File: config.mk
export PLATFORM = sky130hd
export DESIGN_NAME = ntc_average_to_temperature_core_flat
export DESIGN_NICKNAME = d
export VERILOG_FILES = /design/src/sv/ntcat_pkg.sv /design/src/sv/ntcat_if.sv /design/src/sv/ntcat_div.sv /design/src/sv/ntc_average_to_temperature_core.sv /design/src/flat_wrapper.sv
export SDC_FILE = /design/constraint.sdc
export NUM_CORES = 2
export LEC_CHECK = 0
export CAP_MARGIN = 20
export CORE_MARGIN = 8
export CORE_UTILIZATION = 50
export CTS_CLUSTER_SIZE = 25
export DETAILED_ROUTE_END_ITERATION = 6
export DONT_BUFFER_PORTS = 1
export HOLD_SLACK_MARGIN = 0.03
export SYNTH_ARGS = -nofsm -noshare
export SYNTH_HDL_FRONTEND = slang
export SYNTH_SLANG_ARGS = --single-unit
File: constraint.sdc
create_clock -name clock -period 25.2 [get_ports clock]
set_input_delay 2.52 -clock clock [delete_from_list [all_inputs] [get_ports clock]]
set_output_delay 2.52 -clock clock [all_outputs]
set_load 0.01 [all_outputs]
File: src/sv/ntcat_pkg.sv
package ntcat_pkg;

   localparam int DEFAULT_ADC_BITS = 10;

   localparam int SHIFT_W = 4;
   localparam int BETA_W  = 14;
   localparam int TEMP_W  = 16;
   localparam int CSR_IDX_W  = 1;
   localparam int CSR_DATA_W = 14;

   localparam logic [CSR_IDX_W-1:0] CSR_AVERAGE_SHIFT = 1'd0;
   localparam logic [CSR_IDX_W-1:0] CSR_BETA_VALUE    = 1'd1;

   localparam logic [SHIFT_W-1:0] SHIFT_RESET = 4'd4;
   localparam logic [BETA_W-1:0]  BETA_RESET  = 14'd3380;

   localparam logic signed [TEMP_W-1:0] TEMP_LOW  = -16'sd2731;
   localparam logic signed [TEMP_W-1:0] TEMP_HIGH = 16'sd20000;
   localparam logic [63:0] KELVIN_X10 = 64'd2731;
   localparam logic [63:0] Q_SAT      = 64'd22731;

   localparam logic [31:0] LN2_Q24 = 32'd11629080;
   localparam logic signed [63:0] INV_T25_Q56 = ((64'sd1 <<< 56) * 64'sd20) / 64'sd5963;
   localparam logic [63:0] TEN_Q56 = 64'd10 << 56;

   typedef struct packed {
      logic        start;
      logic [63:0] dividend;
      logic [63:0] divisor;
   } div_req_type;

   typedef struct packed {
      logic        done;
      logic [63:0] quotient;
      logic [63:0] remainder;
   } div_rsp_type;

endpackage

File: src/sv/ntcat_if.sv
interface ntcat_req_if import ntcat_pkg::*; #(parameter int ADC_BITS = DEFAULT_ADC_BITS) ();
   logic                valid;
   logic                ready;
   logic [ADC_BITS-1:0] sample_local;
   logic [ADC_BITS-1:0] sample_remote;
   modport source (output valid, sample_local, sample_remote, input ready);
   modport sink (input valid, sample_local, sample_remote, output ready);
endinterface

interface ntcat_rsp_if import ntcat_pkg::*; ();
   logic                     valid;
   logic                     ready;
   logic signed [TEMP_W-1:0] temp_local;
   logic signed [TEMP_W-1:0] temp_remote;
   logic [1:0]               rail_flags;
   modport source (output valid, temp_local, temp_remote, rail_flags, input ready);
   modport sink (input valid, temp_local, temp_remote, rail_flags, output ready);
endinterface

interface ntcat_csr_if import ntcat_pkg::*; ();
   logic                  valid;
   logic                  ready;
   logic [CSR_IDX_W-1:0]  index;
   logic [CSR_DATA_W-1:0] wdata;
   modport source (output valid, index, wdata, input ready);
   modport sink (input valid, index, wdata, output ready);
endinterface

File: src/sv/ntcat_div.sv
module ntcat_div import ntcat_pkg::*; (
   input  logic        clock,
   input  logic        reset,
   input  div_req_type req,
   output div_rsp_type rsp
);

   logic        busy_ff, busy_in;
   logic        done_ff, done_in;
   logic [5:0]  cnt_ff, cnt_in;
   logic [64:0] rem_ff, rem_in;
   logic [63:0] quo_ff, quo_in;
   logic [63:0] den_ff, den_in;

   always_comb begin
      logic [64:0] rem_sh;
      rem_sh  = {rem_ff[63:0], quo_ff[63]};
      busy_in = busy_ff;
      done_in = 1'b0;
      cnt_in  = cnt_ff;
      rem_in  = rem_ff;
      quo_in  = quo_ff;
      den_in  = den_ff;
      if (req.start) begin
         busy_in = 1'b1;
         cnt_in  = '0;
         rem_in  = '0;
         quo_in  = req.dividend;
         den_in  = req.divisor;
      end else if (busy_ff) begin
         // one quotient bit per cycle
         if (rem_sh >= {1'b0, den_ff}) begin
            rem_in = rem_sh - {1'b0, den_ff};
            quo_in = {quo_ff[62:0], 1'b1};
         end else begin
            rem_in = rem_sh;
            quo_in = {quo_ff[62:0], 1'b0};
         end
         cnt_in = cnt_ff + 6'd1;
         if (cnt_ff == 6'd63) begin
            busy_in = 1'b0;
            done_in = 1'b1;
         end
      end
   end

   always_ff @(posedge clock) begin
      if (reset) begin
         busy_ff <= 1'b0;
         done_ff <= 1'b0;
         cnt_ff  <= '0;
      end else begin
         busy_ff <= busy_in;
         done_ff <= done_in;
         cnt_ff  <= cnt_in;
      end
      rem_ff <= rem_in;
      quo_ff <= quo_in;
      den_ff <= den_in;
   end

   assign rsp.done      = done_ff;
   assign rsp.quotient  = quo_ff;
   assign rsp.remainder = rem_ff[63:0];

endmodule

File: src/sv/ntc_average_to_temperature_core.sv
// a sample beat that changes an average runs each channel through the full log and divide
// path, or a short path when that channel's average sits at a rail
// a new sample beat is taken only in idle, once the last result beat is loaded; the full path
// uses the 32-step log loop and the 64-step shared divider, each twice per channel
// no-change beats give no result; a held result beat stalls the sequencer in its last state
// reset: synchronous, active high; averages clear to zero, average_shift to 4, beta to 3380
module ntc_average_to_temperature_core import ntcat_pkg::*; #(
   parameter int ADC_BITS = DEFAULT_ADC_BITS
) (
   input logic        clock,
   input logic        reset,
   ntcat_req_if.sink  req_bus,
   ntcat_rsp_if.source rsp_bus,
   ntcat_csr_if.sink  csr_bus
);

   localparam int KW    = $clog2(ADC_BITS);
   localparam int LOG_W = KW + 32;
   localparam int SUM_W = ADC_BITS + 16;
   localparam logic [ADC_BITS-1:0] FULL_CODE = {ADC_BITS{1'b1}};

   // sequencer states
   localparam logic [3:0] S_IDLE      = 4'd0;
   localparam logic [3:0] S_CHAN      = 4'd1;
   localparam logic [3:0] S_LOG_INIT  = 4'd2;
   localparam logic [3:0] S_LOG_RUN   = 4'd3;
   localparam logic [3:0] S_MUL_LO    = 4'd4;
   localparam logic [3:0] S_MUL_HI    = 4'd5;
   localparam logic [3:0] S_DIV1      = 4'd6;
   localparam logic [3:0] S_DIV1_WAIT = 4'd7;
   localparam logic [3:0] S_CHECK     = 4'd8;
   localparam logic [3:0] S_DIV2_WAIT = 4'd9;
   localparam logic [3:0] S_NEXT      = 4'd10;
   localparam logic [3:0] S_OUT       = 4'd11;

   logic [3:0]          state_ff, state_in;
   logic                ch_ff, ch_in;
   logic                phase_ff, phase_in;
   logic [4:0]          cnt_ff, cnt_in;
   logic [30:0]         m_ff, m_in;
   logic [KW-1:0]       k_ff, k_in;
   logic [31:0]         frac_ff, frac_in;
   logic [LOG_W-1:0]    la_ff, la_in;
   logic                xneg_ff, xneg_in;
   logic [LOG_W-1:0]    xmag_ff, xmag_in;
   logic [63:0]         acc_ff, acc_in;
   logic signed [63:0]  s_ff, s_in;
   logic signed [TEMP_W-1:0] temp_ff [2];
   logic signed [TEMP_W-1:0] temp_in [2];
   logic [1:0]          flag_ff, flag_in;
   logic [ADC_BITS-1:0] avg_ff [2];
   logic [ADC_BITS-1:0] avg_in [2];
   logic [SHIFT_W-1:0]  shift_ff, shift_in;
   logic [BETA_W-1:0]   beta_ff, beta_in;
   logic                rsp_valid_ff, rsp_valid_in;
   logic signed [TEMP_W-1:0] rsp_tl_ff, rsp_tl_in, rsp_tr_ff, rsp_tr_in;
   logic [1:0]          rsp_flags_ff, rsp_flags_in;

   // shared multiplier
   logic [31:0] mul_a, mul_b;
   logic [63:0] mul_p;
   assign mul_p = 64'(mul_a) * 64'(mul_b);

   div_req_type div_req;
   div_rsp_type div_rsp;

   ntcat_div u_div (
      .clock (clock),
      .reset (reset),
      .req   (div_req),
      .rsp   (div_rsp)
   );

   logic [BETA_W-1:0] beta_eff;
   assign beta_eff = (beta_ff == '0) ? BETA_W'(1) : beta_ff;

   // divider launches: beta divide then the reciprocal divide
   always_comb begin
      div_req.start    = (state_ff == S_DIV1) || (state_ff == S_CHECK && s_ff > 64'sd0);
      div_req.dividend = (state_ff == S_DIV1) ? acc_ff : TEN_Q56;
      div_req.divisor  = (state_ff == S_DIV1) ? 64'(beta_eff) : s_ff;
   end

   logic req_take, csr_take, rsp_free;
   assign req_bus.ready = (state_ff == S_IDLE);
   assign req_take      = req_bus.valid && req_bus.ready;
   assign csr_bus.ready = 1'b1;
   assign csr_take      = csr_bus.valid;
   assign rsp_free      = !rsp_valid_ff || rsp_bus.ready;

   always_comb begin
      logic [ADC_BITS-1:0] smp [2];
      logic [SUM_W-1:0]    sum;
      logic [ADC_BITS-1:0] nv;
      logic                changed;
      logic [ADC_BITS-1:0] avg;
      logic [ADC_BITS-1:0] n;
      logic [KW-1:0]       kk;
      logic [63:0]         sq;
      logic [31:0]         t;
      logic [31:0]         frac_nx;
      logic [LOG_W-1:0]    lb;
      logic [63:0]         qs;
      logic signed [16:0]  v;

      state_in     = state_ff;
      ch_in        = ch_ff;
      phase_in     = phase_ff;
      cnt_in       = cnt_ff;
      m_in         = m_ff;
      k_in         = k_ff;
      frac_in      = frac_ff;
      la_in        = la_ff;
      xneg_in      = xneg_ff;
      xmag_in      = xmag_ff;
      acc_in       = acc_ff;
      s_in         = s_ff;
      temp_in      = temp_ff;
      flag_in      = flag_ff;
      avg_in       = avg_ff;
      shift_in     = shift_ff;
      beta_in      = beta_ff;
      rsp_valid_in = rsp_valid_ff;
      rsp_tl_in    = rsp_tl_ff;
      rsp_tr_in    = rsp_tr_ff;
      rsp_flags_in = rsp_flags_ff;
      mul_a        = '0;
      mul_b        = '0;
      changed      = 1'b0;
      smp[0]       = req_bus.sample_local;
      smp[1]       = req_bus.sample_remote;
      avg          = avg_ff[ch_ff];
      n            = phase_ff ? (FULL_CODE - avg) : avg;
      kk           = '0;
      sq           = '0;
      t            = '0;
      frac_nx      = '0;
      lb           = '0;
      qs           = '0;
      v            = '0;

      // result taken downstream
      if (rsp_bus.ready) rsp_valid_in = 1'b0;

      // register writes
      if (csr_take) begin
         case (csr_bus.index)
            CSR_AVERAGE_SHIFT: shift_in = csr_bus.wdata[SHIFT_W-1:0];
            CSR_BETA_VALUE:    beta_in  = csr_bus.wdata[BETA_W-1:0];
            default: ;
         endcase
      end

      case (state_ff)
         S_IDLE: begin
            if (req_take) begin
               // running average: avg*(2^s-1) + sample, then shift down
               for (int c = 0; c < 2; c++) begin
                  sum = (SUM_W'(avg_ff[c]) << shift_ff) - SUM_W'(avg_ff[c]) + SUM_W'(smp[c]);
                  nv  = ADC_BITS'(sum >> shift_ff);
                  if (nv != avg_ff[c]) begin
                     avg_in[c] = nv;
                     changed   = 1'b1;
                  end
               end
               if (changed) begin
                  ch_in    = 1'b0;
                  state_in = S_CHAN;
               end
            end
         end
         S_CHAN: begin
            if (avg == '0 || avg == FULL_CODE) begin
               temp_in[ch_ff] = TEMP_LOW;
               flag_in[ch_ff] = 1'b1;
               state_in       = S_NEXT;
            end else begin
               flag_in[ch_ff] = 1'b0;
               phase_in       = 1'b0;
               state_in       = S_LOG_INIT;
            end
         end
         S_LOG_INIT: begin
            // integer part is the leading one position; mantissa into [2^30, 2^31)
            for (int i = 0; i < ADC_BITS; i++) begin
               if (n[i]) kk = KW'(i);
            end
            k_in     = kk;
            m_in     = 31'(n) << (5'd30 - 5'(kk));
            frac_in  = '0;
            cnt_in   = '0;
            state_in = S_LOG_RUN;
         end
         S_LOG_RUN: begin
            // square the mantissa, one fraction bit per cycle
            mul_a = {1'b0, m_ff};
            mul_b = {1'b0, m_ff};
            t     = mul_p[61:30];
            if (t[31]) begin
               m_in    = t[31:1];
               frac_nx = {frac_ff[30:0], 1'b1};
            end else begin
               m_in    = t[30:0];
               frac_nx = {frac_ff[30:0], 1'b0};
            end
            frac_in = frac_nx;
            cnt_in  = cnt_ff + 5'd1;
            if (cnt_ff == 5'd31) begin
               if (!phase_ff) begin
                  la_in    = {k_ff, frac_nx};
                  phase_in = 1'b1;
                  state_in = S_LOG_INIT;
               end else begin
                  lb       = {k_ff, frac_nx};
                  xneg_in  = la_ff < lb;
                  xmag_in  = (la_ff < lb) ? (lb - la_ff) : (la_ff - lb);
                  state_in = S_MUL_LO;
               end
            end
         end
         S_MUL_LO: begin
            mul_a    = xmag_ff[31:0];
            mul_b    = LN2_Q24;
            acc_in   = mul_p;
            state_in = S_MUL_HI;
         end
         S_MUL_HI: begin
            mul_a    = 32'(xmag_ff[LOG_W-1:32]);
            mul_b    = LN2_Q24;
            acc_in   = acc_ff + (mul_p << 32);
            state_in = S_DIV1;
         end
         S_DIV1: begin
            state_in = S_DIV1_WAIT;
         end
         S_DIV1_WAIT: begin
            if (div_rsp.done) begin
               // quotient truncates toward zero, sign from the log difference
               sq       = xneg_ff ? (64'd0 - div_rsp.quotient) : div_rsp.quotient;
               s_in     = $signed(sq) + INV_T25_Q56;
               state_in = S_CHECK;
            end
         end
         S_CHECK: begin
            if (s_ff == 64'sd0) begin
               temp_in[ch_ff] = TEMP_HIGH;
               state_in       = S_NEXT;
            end else if (s_ff < 64'sd0) begin
               temp_in[ch_ff] = TEMP_LOW;
               state_in       = S_NEXT;
            end else begin
               state_in = S_DIV2_WAIT;
            end
         end
         S_DIV2_WAIT: begin
            if (div_rsp.done) begin
               qs = div_rsp.quotient;
               if (qs > Q_SAT) begin
                  temp_in[ch_ff] = TEMP_HIGH;
               end else begin
                  if (qs >= KELVIN_X10) begin
                     v = $signed(17'(qs)) - $signed(17'(KELVIN_X10));
                  end else begin
                     v = $signed(17'(qs)) + $signed(17'(div_rsp.remainder != '0))
                         - $signed(17'(KELVIN_X10));
                  end
                  if (v < 17'(TEMP_LOW)) v = 17'(TEMP_LOW);
                  temp_in[ch_ff] = TEMP_W'(v);
               end
               state_in = S_NEXT;
            end
         end
         S_NEXT: begin
            if (!ch_ff) begin
               ch_in    = 1'b1;
               state_in = S_CHAN;
            end else begin
               state_in = S_OUT;
            end
         end
         S_OUT: begin
            // output register frees the sequencer once the beat is loaded
            if (rsp_free) begin
               rsp_valid_in = 1'b1;
               rsp_tl_in    = temp_ff[0];
               rsp_tr_in    = temp_ff[1];
               rsp_flags_in = flag_ff;
               state_in     = S_IDLE;
            end
         end
         default: state_in = S_IDLE;
      endcase
   end

   always_ff @(posedge clock) begin
      if (reset) begin
         state_ff     <= S_IDLE;
         ch_ff        <= 1'b0;
         phase_ff     <= 1'b0;
         cnt_ff       <= '0;
         avg_ff[0]    <= '0;
         avg_ff[1]    <= '0;
         shift_ff     <= SHIFT_RESET;
         beta_ff      <= BETA_RESET;
         rsp_valid_ff <= 1'b0;
      end else begin
         state_ff     <= state_in;
         ch_ff        <= ch_in;
         phase_ff     <= phase_in;
         cnt_ff       <= cnt_in;
         avg_ff       <= avg_in;
         shift_ff     <= shift_in;
         beta_ff      <= beta_in;
         rsp_valid_ff <= rsp_valid_in;
      end
      m_ff         <= m_in;
      k_ff         <= k_in;
      frac_ff      <= frac_in;
      la_ff        <= la_in;
      xneg_ff      <= xneg_in;
      xmag_ff      <= xmag_in;
      acc_ff       <= acc_in;
      s_ff         <= s_in;
      temp_ff      <= temp_in;
      flag_ff      <= flag_in;
      rsp_tl_ff    <= rsp_tl_in;
      rsp_tr_ff    <= rsp_tr_in;
      rsp_flags_ff <= rsp_flags_in;
   end

   assign rsp_bus.valid       = rsp_valid_ff;
   assign rsp_bus.temp_local  = rsp_tl_ff;
   assign rsp_bus.temp_remote = rsp_tr_ff;
   assign rsp_bus.rail_flags  = rsp_flags_ff;

endmodule

File: src/flat_wrapper.sv
// flat-port wrapper written by rule: the top's interface ports become plain ports
module ntc_average_to_temperature_core_flat import ntcat_pkg::*;
#(
   parameter int ADC_BITS = DEFAULT_ADC_BITS
)
  (clock, reset, req_bus_valid, req_bus_sample_local, req_bus_sample_remote, req_bus_ready, rsp_bus_valid, rsp_bus_temp_local, rsp_bus_temp_remote, rsp_bus_rail_flags, rsp_bus_ready, csr_bus_valid, csr_bus_index, csr_bus_wdata, csr_bus_ready);
  ntcat_req_if #(.ADC_BITS(ADC_BITS)) req_bus_i ();
  ntcat_rsp_if rsp_bus_i ();
  ntcat_csr_if csr_bus_i ();
  input logic clock;
  input logic reset;
  input wire logic [$bits(req_bus_i.valid)-1:0] req_bus_valid;
  input wire logic [$bits(req_bus_i.sample_local)-1:0] req_bus_sample_local;
  input wire logic [$bits(req_bus_i.sample_remote)-1:0] req_bus_sample_remote;
  output wire logic [$bits(req_bus_i.ready)-1:0] req_bus_ready;
  output wire logic [$bits(rsp_bus_i.valid)-1:0] rsp_bus_valid;
  output wire logic [$bits(rsp_bus_i.temp_local)-1:0] rsp_bus_temp_local;
  output wire logic [$bits(rsp_bus_i.temp_remote)-1:0] rsp_bus_temp_remote;
  output wire logic [$bits(rsp_bus_i.rail_flags)-1:0] rsp_bus_rail_flags;
  input wire logic [$bits(rsp_bus_i.ready)-1:0] rsp_bus_ready;
  input wire logic [$bits(csr_bus_i.valid)-1:0] csr_bus_valid;
  input wire logic [$bits(csr_bus_i.index)-1:0] csr_bus_index;
  input wire logic [$bits(csr_bus_i.wdata)-1:0] csr_bus_wdata;
  output wire logic [$bits(csr_bus_i.ready)-1:0] csr_bus_ready;
  assign req_bus_i.valid = req_bus_valid;
  assign req_bus_i.sample_local = req_bus_sample_local;
  assign req_bus_i.sample_remote = req_bus_sample_remote;
  assign req_bus_ready = req_bus_i.ready;
  assign rsp_bus_valid = rsp_bus_i.valid;
  assign rsp_bus_temp_local = rsp_bus_i.temp_local;
  assign rsp_bus_temp_remote = rsp_bus_i.temp_remote;
  assign rsp_bus_rail_flags = rsp_bus_i.rail_flags;
  assign rsp_bus_i.ready = rsp_bus_ready;
  assign csr_bus_i.valid = csr_bus_valid;
  assign csr_bus_i.index = csr_bus_index;
  assign csr_bus_i.wdata = csr_bus_wdata;
  assign csr_bus_ready = csr_bus_i.ready;
  ntc_average_to_temperature_core #(.ADC_BITS(ADC_BITS)) u_core (.clock(clock), .reset(reset), .req_bus(req_bus_i), .rsp_bus(rsp_bus_i), .csr_bus(csr_bus_i));
endmodule
==> metrics.csv <==
stage;metric;value;unit
timing;rsz0062_at_grt;no;
logic_synthesis;synth_cell_types;108;
pwr;internal_power;3220;uW
floorplanning;fp.dieW;406;um
cells_and_area;fin_nets;10000;
clocking;root_buffer;clkbuf_16;
timing;tightest_slew;1.14;ns
floorplanning;core;151000;sq um
place;place_inst;10500;
worst_hold_path;hold_path.class;reg -> reg;
place;gp_congestion;0.972;
flow_run;cap_violations;0;
floorplanning;start_util;50.1;%
pwr;net-switching-power;3110;uW
logic_synthesis;yosys_warnings;0;
cells_and_area;layout-drive-gt1-share;4.34;%
critical_path;worstPathMaxFanout;59;
drt;topRoutingLayerUsed;met5;
cells_and_area;multi_input_area;52800;sq um
logic_synthesis;ys.flop_type;edfxtp_1;
floorplanning;die_h;406;um
logic_synthesis;synth_cells;8835;
clocking;holdBufCountCts;0;
timing;setup_tns;0;ns
drt;drt_first_pass_iters;6;
global_route;antenna_found_initial;4;
logic_synthesis;synth_edf_count;463;
timing;slew_viol_final;0;
critical_path;critPathRequiredTime;25.58;ns
drt;final_antenna_net_count;0;
status;status;complete, no violations;
drt;via_per_inst;6.03;
clocking;postCtsSetupRepairBufs;0;
timing;skew;0.0346;ns
logic_synthesis;synthTopCellsByArea;fa_1 (23%), edfxtp_1 (18%), ha_1 (7.9%);
drt;route.met2.wl;118000;um
cells_and_area;layout_common_cells;inv_1 (1361), nand2_1 (1124), fa_1 (890);
logic_synthesis;ys_seq_area_share;21.5;%
clocking;cts_tree;built;
logic_synthesis;synth_seq_cells;585;
logic_synthesis;async_reset_ff_share;0;%
clocking;clkTransAtPathRegs;0.06;ns
critical_path;end_kind;register;
global_route;grt_pass1_wl;393000;um
critical_path;worst-setup-path-type;reg -> reg;
global_route;grt-ovfl-total;0;
clocking;ctsResizeCount;0;
timing;finalCritPeriodShare;62.5;%
timing;setup_viol;0;
critical_path;slowest_stage;dfxtp_1;
cells_and_area;seqCellArea;16400;sq um
clocking;cts_inserted_buffers;67;
logic_synthesis;avgSynthCellArea;8.59;sq um
logic_synthesis;netlist.area_leader.share;23.5;%
clocking;ctsLongestPathBuffers;3;
global_route;grtUsageTotal;31.0;%
global_route;grt_pass1_vias;64100;
place;portBuffers;0;
pwr;clkPwrFrac;16.1;%
global_route;grt_start_max_net_pins;106;
critical_path;critPathLaunchType;register;
logic_synthesis;syn_area;75900;sq um
pwr;powerDensity;78.9;nW/um^2
clocking;htree_levels;3;
timing;final_hold_viol_count;0;
pwr;power_leakage;0.0364;uW
timing;slew_headroom;24.0;%
pwr;combPwrFrac;60.9;%
critical_path;worstPathArrival;16.12;ns
critical_path;cpPeakStageDelay;0.81;ns
drt;drc_errors;0;
drt;first_iter_violations;6500;
drt;wl_met3;19900;um
drt;vias;64400;
clocking;clk_latency;0.65;ns
logic_synthesis;yosysTopAreaCell;fa_1;
cells_and_area;area_delta_synth_final;5.76;%
drt;routed_wl;258000;um
critical_path;worst_path_most_repeated_cell;fa_1;
worst_hold_path;worstHoldPathCells;0;
timing;min_period;15.74;ns
drt;wl_per_cell;24.2;um
clocking;cts_sinks;585;
timing;fmax;63.5;MHz
cells_and_area;final_common_cell;inv_1;
critical_path;rr_worst_depth;44;
place;dp_hpwl;196000;um
drt;wl_met1;106000;um
pwr;ir_drop;0.0710;mV
pwr;power_frac_seq;23.0;%
pwr;switching_share;49.1;%
cells_and_area;fillers;14400;
floorplanning;die_area;164000;sq um
cells_and_area;instances_no_fill;10700;
floorplanning;io_pins;77;
floorplanning;rows;143;
==> area by class of cell <==
cell class | count | share of cell area [%]
inverter | 1381 | 6.46
sequential | 585 | 20.4
clock inverter | 36 | 0.605
multi-input combinational | 6418 | 65.8
timing repair buffer | 138 | 1.39
tap | 2030 | 3.17
antenna | 5 | 0.0156
clock buffer | 86 | 2.22
==> power groups by stage <==
| stage | registers [uW] | logic, uW | clock network [uW] |
|---|---|---|---|
| 3_3_place_gp | 1470 | 3720 | 0 |
| 5_1_grt | 1480 | 4190 | 1070 |
| 4_1_cts | 1450 | 3770 | 1040 |
| 2_1_floorplan | 1350 | 2800 | 0 |
| 6_report | 1460 | 3860 | 1020 |
| 3_5_place_dp | 1470 | 3740 | 0 |
==> path summary, 6_finish.rpt <==
path                                    startpoint                            end  slack, ns
worst min register to register  u_core.temp_ff[31]  u_core.rsp_bus.temp_local[15]       0.45
worst max register to register  u_core.state_ff[0]             u_core.xmag_ff[27]       9.46
worst max-delay path            u_core.state_ff[0]             u_core.xmag_ff[27]       9.46
worst min-delay path            u_core.temp_ff[31]  u_core.rsp_bus.temp_local[15]       0.45
==> metal layers <==
| metal | GRT usage (%) | vias up |
|---|---|---|
| li1 | - | 29000 |
| met1 | 41.1 | 31700 |
| met2 | 50.2 | 3011 |
| met3 | 4.47 | 716 |
| met4 | 14.7 | 2 |
| met5 | 0 | - |
==> Yosys cell counts, types with 72 or more instances <==
cell type  instances
clkbuf_1         424
nor4_1            72
nand4_1           80
dfxtp_1          122
nor2_1           751
fa_1             890
xnor2_1          210
o21ai_0          364
mux2i_1           85
nand3_1          122
a21o_1           164
nand2_1         1126
nor3_1           105
edfxtp_1         463
xor2_1           158
a211oi_1         105
and2_1           125
a31oi_1           75
a21oi_1          496
ha_1             480
inv_1           1363
==> cells by family (layout without fill, tap and decap cells) <==
| family | after synthesis | after routing | synth area share, % |
|---|---|---|---|
| XOR/XNOR | 368 | 368 | 4.25 |
| AO/OA/AOI/OAI | 1828 | 1828 | 15.8 |
| AND/OR/NAND/NOR | 2717 | 2717 | 16.1 |
| buffers and inverters | 1852 | 1641 | 9.19 |
| flip-flops | 585 | 585 | 21.5 |
| multiplexers | 113 | 113 | 1.70 |
| other | 2 | 27 | 0.00990 |
| adder cells (fa/ha/maj) | 1370 | 1370 | 31.4 |
==> state kept, by name (all words and copies together), names as in the netlist, 16 cells and up, named ones only <==
| name | count |
|---|---|
| u_core.u_div.quo_ff | 64 |
| u_core.xmag_ff | 36 |
| u_core.u_div.rem_ff | 64 |
| u_core.rsp_bus.temp_local | 16 |
| u_core.rsp_bus.temp_remote | 16 |
| u_core.acc_ff | 64 |
| u_core.m_ff | 31 |
| u_core.temp_ff | 32 |
| u_core.frac_ff | 31 |
| u_core.u_div.den_ff | 64 |
| u_core.avg_ff | 20 |
| u_core.la_ff | 36 |
| u_core.s_ff | 64 |
==> stage by stage <==
step	setup slack (ns)	util, %	power, uW	area, sq um	hold WS [ns]
floorplan	12.10	-	4150	76000	0.400
global placement	9.31	51.4	5190	77900	0.433
detailed placement	9.18	51.5	5210	77900	0.430
CTS	9.13	53.0	6260	80200	0.447
global route	8.90	53.0	6740	80200	0.457
finish	9.46	53.0	6330	80200	0.447
==> critical path: cells and delay by family (launching register included) <==
kind,cells,cell delay [ns]
buffers and inverters,8,3.14
XOR/XNOR,2,0.31
AND/OR/NAND/NOR,9,2.76
AO/OA/AOI/OAI,14,2.91
adder cells (fa/ha/maj),11,5.44
flip-flops,1,0.81
No activity file was read; power rests on OpenSTA's default activity.
